[config.mk]
export PLATFORM = sky130hd
export DESIGN_NAME = pia_lane
export DESIGN_NICKNAME = d
export VERILOG_FILES = /design/src/rtl/core/pia_pkg.sv /design/src/rtl/core/pia_lane.sv
export SDC_FILE = /design/constraint.sdc
export NUM_CORES = 2
export LEC_CHECK = 0
export ABC_CLOCK_PERIOD_IN_PS = 7480
export BUFFER_PORTS_ARGS = -buffer_cell sky130_fd_sc_hd__clkbuf_2
export CAP_MARGIN = 20
export CORE_MARGIN = 3
export CORE_UTILIZATION = 40
export DETAILED_ROUTE_END_ITERATION = 6
export PLACE_DENSITY = 0.61
export SETUP_SLACK_MARGIN = 0.02
export SYNTH_ARGS = -nofsm -noshare
export SYNTH_HDL_FRONTEND = slang
export SYNTH_SLANG_ARGS = --single-unit
[constraint.sdc]
create_clock -name vclk -period 7.48
set_input_delay 0 -clock vclk [all_inputs]
set_output_delay 0 -clock vclk [all_outputs]
set_load 0.1 [all_outputs]
[src/rtl/core/pia_pkg.sv]
// shared types and constants for the packed int32x4 alu
`timescale 1ns / 1ps

package pia_pkg;

    // lane geometry
    localparam int LANE_W         = 32;
    localparam int FIELD_LANES    = 4;
    localparam int VEC_W          = LANE_W * FIELD_LANES;
    localparam int SHIFT_W        = 5;
    localparam int CMD_W          = 5;
    localparam int COUNT_W        = 32;
    localparam int LANE_COUNT_DEF = 4;

    // input beat layout, lowest bit first
    localparam int CMD_LSB        = 0;
    localparam int A_LSB          = CMD_LSB + CMD_W;
    localparam int B_LSB          = A_LSB + VEC_W;
    localparam int C_LSB          = B_LSB + VEC_W;
    localparam int SHIFT_LSB      = C_LSB + VEC_W;
    localparam int IN_BITS        = SHIFT_LSB + COUNT_W;
    localparam int IN_TDATA_W     = ((IN_BITS + 7) / 8) * 8;

    // output beat layout
    localparam int OUT_TDATA_W    = VEC_W;
    localparam int OUT_TUSER_W    = 1;

    typedef logic [LANE_W-1:0] lane_t;
    typedef lane_t [FIELD_LANES-1:0] vec_t;

    // command codes
    typedef enum logic [CMD_W-1:0] {
        CMD_ADD    = 5'd0,
        CMD_SUB    = 5'd1,
        CMD_MUL    = 5'd2,
        CMD_AND    = 5'd3,
        CMD_OR     = 5'd4,
        CMD_XOR    = 5'd5,
        CMD_NOT    = 5'd6,
        CMD_NEG    = 5'd7,
        CMD_ABS    = 5'd8,
        CMD_MIN    = 5'd9,
        CMD_MAX    = 5'd10,
        CMD_LT     = 5'd11,
        CMD_LE     = 5'd12,
        CMD_EQ     = 5'd13,
        CMD_NE     = 5'd14,
        CMD_GT     = 5'd15,
        CMD_GE     = 5'd16,
        CMD_SHL    = 5'd17,
        CMD_SRA    = 5'd18,
        CMD_SELECT = 5'd19,
        CMD_SPLAT  = 5'd20,
        CMD_PASS   = 5'd21
    } cmd_e;

    localparam cmd_e CMD_LAST = CMD_PASS;

endpackage

[src/rtl/core/pia_lane.sv]
// one 32-bit lane of the packed alu: all commands for a single lane
`timescale 1ns / 1ps

module pia_lane (
    input  pia_pkg::cmd_e                    cmd,
    input  pia_pkg::lane_t                   a,
    input  pia_pkg::lane_t                   b,
    input  pia_pkg::lane_t                   c,
    input  pia_pkg::lane_t                   a0,
    input  logic [pia_pkg::SHIFT_W-1:0]      sh,
    output pia_pkg::lane_t                   result
);
    import pia_pkg::*;

    lane_t neg_a;
    lane_t prod;
    logic  a_lt_b;
    logic  b_lt_a;
    logic  a_eq_b;

    // shared pieces
    assign neg_a  = ~a + lane_t'(1);
    assign prod   = a * b;
    assign a_lt_b = $signed(a) < $signed(b);
    assign b_lt_a = $signed(b) < $signed(a);
    assign a_eq_b = (a == b);

    // command select
    always_comb
    begin
        case (cmd)
            CMD_ADD:    result = a + b;
            CMD_SUB:    result = a - b;
            CMD_MUL:    result = prod;
            CMD_AND:    result = a & b;
            CMD_OR:     result = a | b;
            CMD_XOR:    result = a ^ b;
            CMD_NOT:    result = ~a;
            CMD_NEG:    result = neg_a;
            CMD_ABS:    result = a[LANE_W-1] ? neg_a : a;
            CMD_MIN:    result = a_lt_b ? a : b;
            CMD_MAX:    result = b_lt_a ? a : b;
            CMD_LT:     result = {LANE_W{a_lt_b}};
            CMD_LE:     result = {LANE_W{~b_lt_a}};
            CMD_EQ:     result = {LANE_W{a_eq_b}};
            CMD_NE:     result = {LANE_W{~a_eq_b}};
            CMD_GT:     result = {LANE_W{b_lt_a}};
            CMD_GE:     result = {LANE_W{~a_lt_b}};
            CMD_SHL:    result = a << sh;
            CMD_SRA:    result = lane_t'($signed(a) >>> sh);
            CMD_SELECT: result = (a & c) | (b & ~c);
            CMD_SPLAT:  result = a0;
            CMD_PASS:   result = a;
            default:    result = '0;
        endcase
    end

endmodule

==> flow_metrics.py <==
metrics = {
    "outcome": {
        "status": "completed",
    },
    "yosys": {
        "avgSynthCellArea_um2": 7.72,
        "synth_top_area_share_pct": 30.5,
        "synthTopCellsByCount": "496 x nor2_1, 472 x inv_1, 410 x fa_1",
        "synth_warnings": 0,
        "synth.most_common_cell": "nor2_1",
        "synth_cells": 3484,
        "ys_seq_area_share_pct": 0,
        "synth_top_area_cell": "fa_1",
        "synth_nets": 4285,
        "ys_types": 89,
        "synth_area_leaders": "fa_1 31%, ha_1 12%, nor2_1 6.9%",
        "synth_area_mm2": 0.0269,
    },
    "worst_setup_path": {
        "endpoint_kind": "output port",
        "slowest_delay_ns": 0.55,
        "worstPathMaxFanout": 5,
        "cp_common_cell": "fa_1",
        "critPathSlowestCell": "fa_1",
        "crit_type": "primary input to output port",
        "start_kind": "primary input",
        "crit_arrival_ns": 7.38,
        "required_ns": 7.48,
        "crit_path_start": "b[3]",
    },
    "floorplanning": {
        "row_count": 94,
        "ios": 170,
        "dieArea_mm2": 0.0704,
        "coreArea_mm2": 0.0662,
        "die_h_um": 265,
        "fp.dieW_um": 265,
        "start_util_pct": 40.6,
    },
    "timing": {
        "finalCritPeriodShare_pct": 98.6,
        "rsz0062_at_grt": "true",
        "finalCriticalPeriod_ns": 7.38,
        "relSlewSlack_pct": 24.5,
        "finalSetupViolations": 0,
        "final_max_slew_viol_count": 0,
        "max_freq_mhz": 136,
        "worst_slack_ns": 0.102,
        "hold_viol": 0,
        "tightest_slew_ns": 1.12,
    },
    "worst_hold_path": {
        "min_path_type": "primary input to output port",
        "worstHoldStart": "b[28]",
    },
    "layout": {
        "design.seq.count": 0,
        "layout-drive-gt1-share_pct": 16.4,
        "seqCellArea_um2": 0,
        "area_growth_pct": 14.0,
        "clkbuf_count": 0,
        "finalNetCount": 4473,
        "nFillCells": 6753,
    },
    "global_route": {
        "grt_pass1_vias": 28500,
        "grt_overflow_total": 0,
        "track_usage_pct": 40.5,
        "grt_max_degree": 66,
        "grt_pass1_wl_um": 206000,
        "antenna_found_initial": 7,
    },
    "placement": {
        "gp_congestion": 1.07,
        "dpl.hpwl_um": 117000,
        "io_buffers": 170,
        "dpl_worst_slack_ns": -0.198,
    },
    "route": {
        "drcViolationCount": 0,
        "drt-vias-per-instance": 6.37,
        "final_antenna_net_count": 0,
        "routed_wl_um": 145000,
        "dr.first_iter.drc_count": 3618,
        "firstDrtPassIters": 7,
        "dr_total_vias": 28900,
        "detail_route.wl_per_cell_um": 31.9,
    },
    "job": {
        "maxCapViolations": 0,
    },
}
==> per-stage QoR <==
stage          util, %  hold slack [ns]  setup TNS [ns]  area [um2]  instances
2_1_floorplan        -            0.689        -0.00295       27200       3484
3_3_place_gp      45.8            0.753          -0.249       30300       4524
3_5_place_dp      45.8            0.732          -0.207       30300       4524
4_1_cts           45.9            0.750               0       30400       4525
5_1_grt           46.3            0.797          -0.212       30700       4537
6_report          46.3            0.772               0       30700       4541
==> metal layers <==
metal	part of all wire, %	GRT usage [%]	wire length [um]
met3	12	10.8	17900
met4	7.5	23.1	10900
met5	0.012	0	17
met2	41	58.8	59600
met1	39	54.5	56500
==> cell type report <==
type	count	area, um2	area share (%)
Multi-Input combinational cell	2735	24300	79.2
Timing Repair Buffer	441	3380	11.0
Inverter	494	1910	6.21
Tap cell	864	1080	3.53
Antenna cell	7	17.5	0.0571
==> cells by family (layout without fill, tap and decap cells) <==
group / count (synthesis) / count (layout) / synth area share [%]
AO/OA/AOI/OAI: 733 / 733 / 18.4
XOR/XNOR: 103 / 103 / 3.35
adder cells (fa/ha/maj): 663 / 663 / 42.3
buffers and inverters: 749 / 935 / 10.7
multiplexers: 146 / 146 / 7.84
other: 0 / 7 / 0
AND/OR/NAND/NOR: 1090 / 1090 / 17.4
==> worst paths after layout <==
kind | slack [ns] | to | cells after the start
worst max-delay path | 0.10 | result[31] | 29
worst min-delay path | 0.77 | result[28] | 4
==> critical path, delay by kind of cell <==
kind	cells	cell delay, ns
buffers and inverters	9	1.12
AO/OA/AOI/OAI	8	1.63
AND/OR/NAND/NOR	2	0.17
adder cells (fa/ha/maj)	9	4.13
XOR/XNOR	1	0.28
==> what timing repair did <==
item | CTS | global route
setup endpoints to repair | 3 | 9
gates resized for setup | 6 | 54
pin swaps | 1 | 34
setup buffers | 1 | 9
hold buffers | 0 | 0
==> cells in the final DEF (no fill, tap or decap), types with 15 or more instances in the layout <==
cell	instances
nor2_1	478
inv_1	461
fa_1	405
nand2_1	347
buf_4	257
ha_1	247
a21oi_1	189
clkbuf_2	142
o21ai_0	136
mux2i_1	88
xnor2_1	83
nor3_1	65
mux4_2	50
a211oi_1	43
nand3_1	39
o211ai_1	35
a21o_1	34
buf_12	31
o22ai_1	28
a221oi_1	28
or3_1	22
nand2b_1	20
xor2_1	19
o2111ai_1	18
o31ai_1	18
o21bai_1	18
nand4_1	16
a22oi_1	16
nor2_2	15
nor2b_1	15
a31oi_1	15
Power is not shown: default switching activity piles up to over one toggle a cycle in this logic, so the estimate is an artifact.
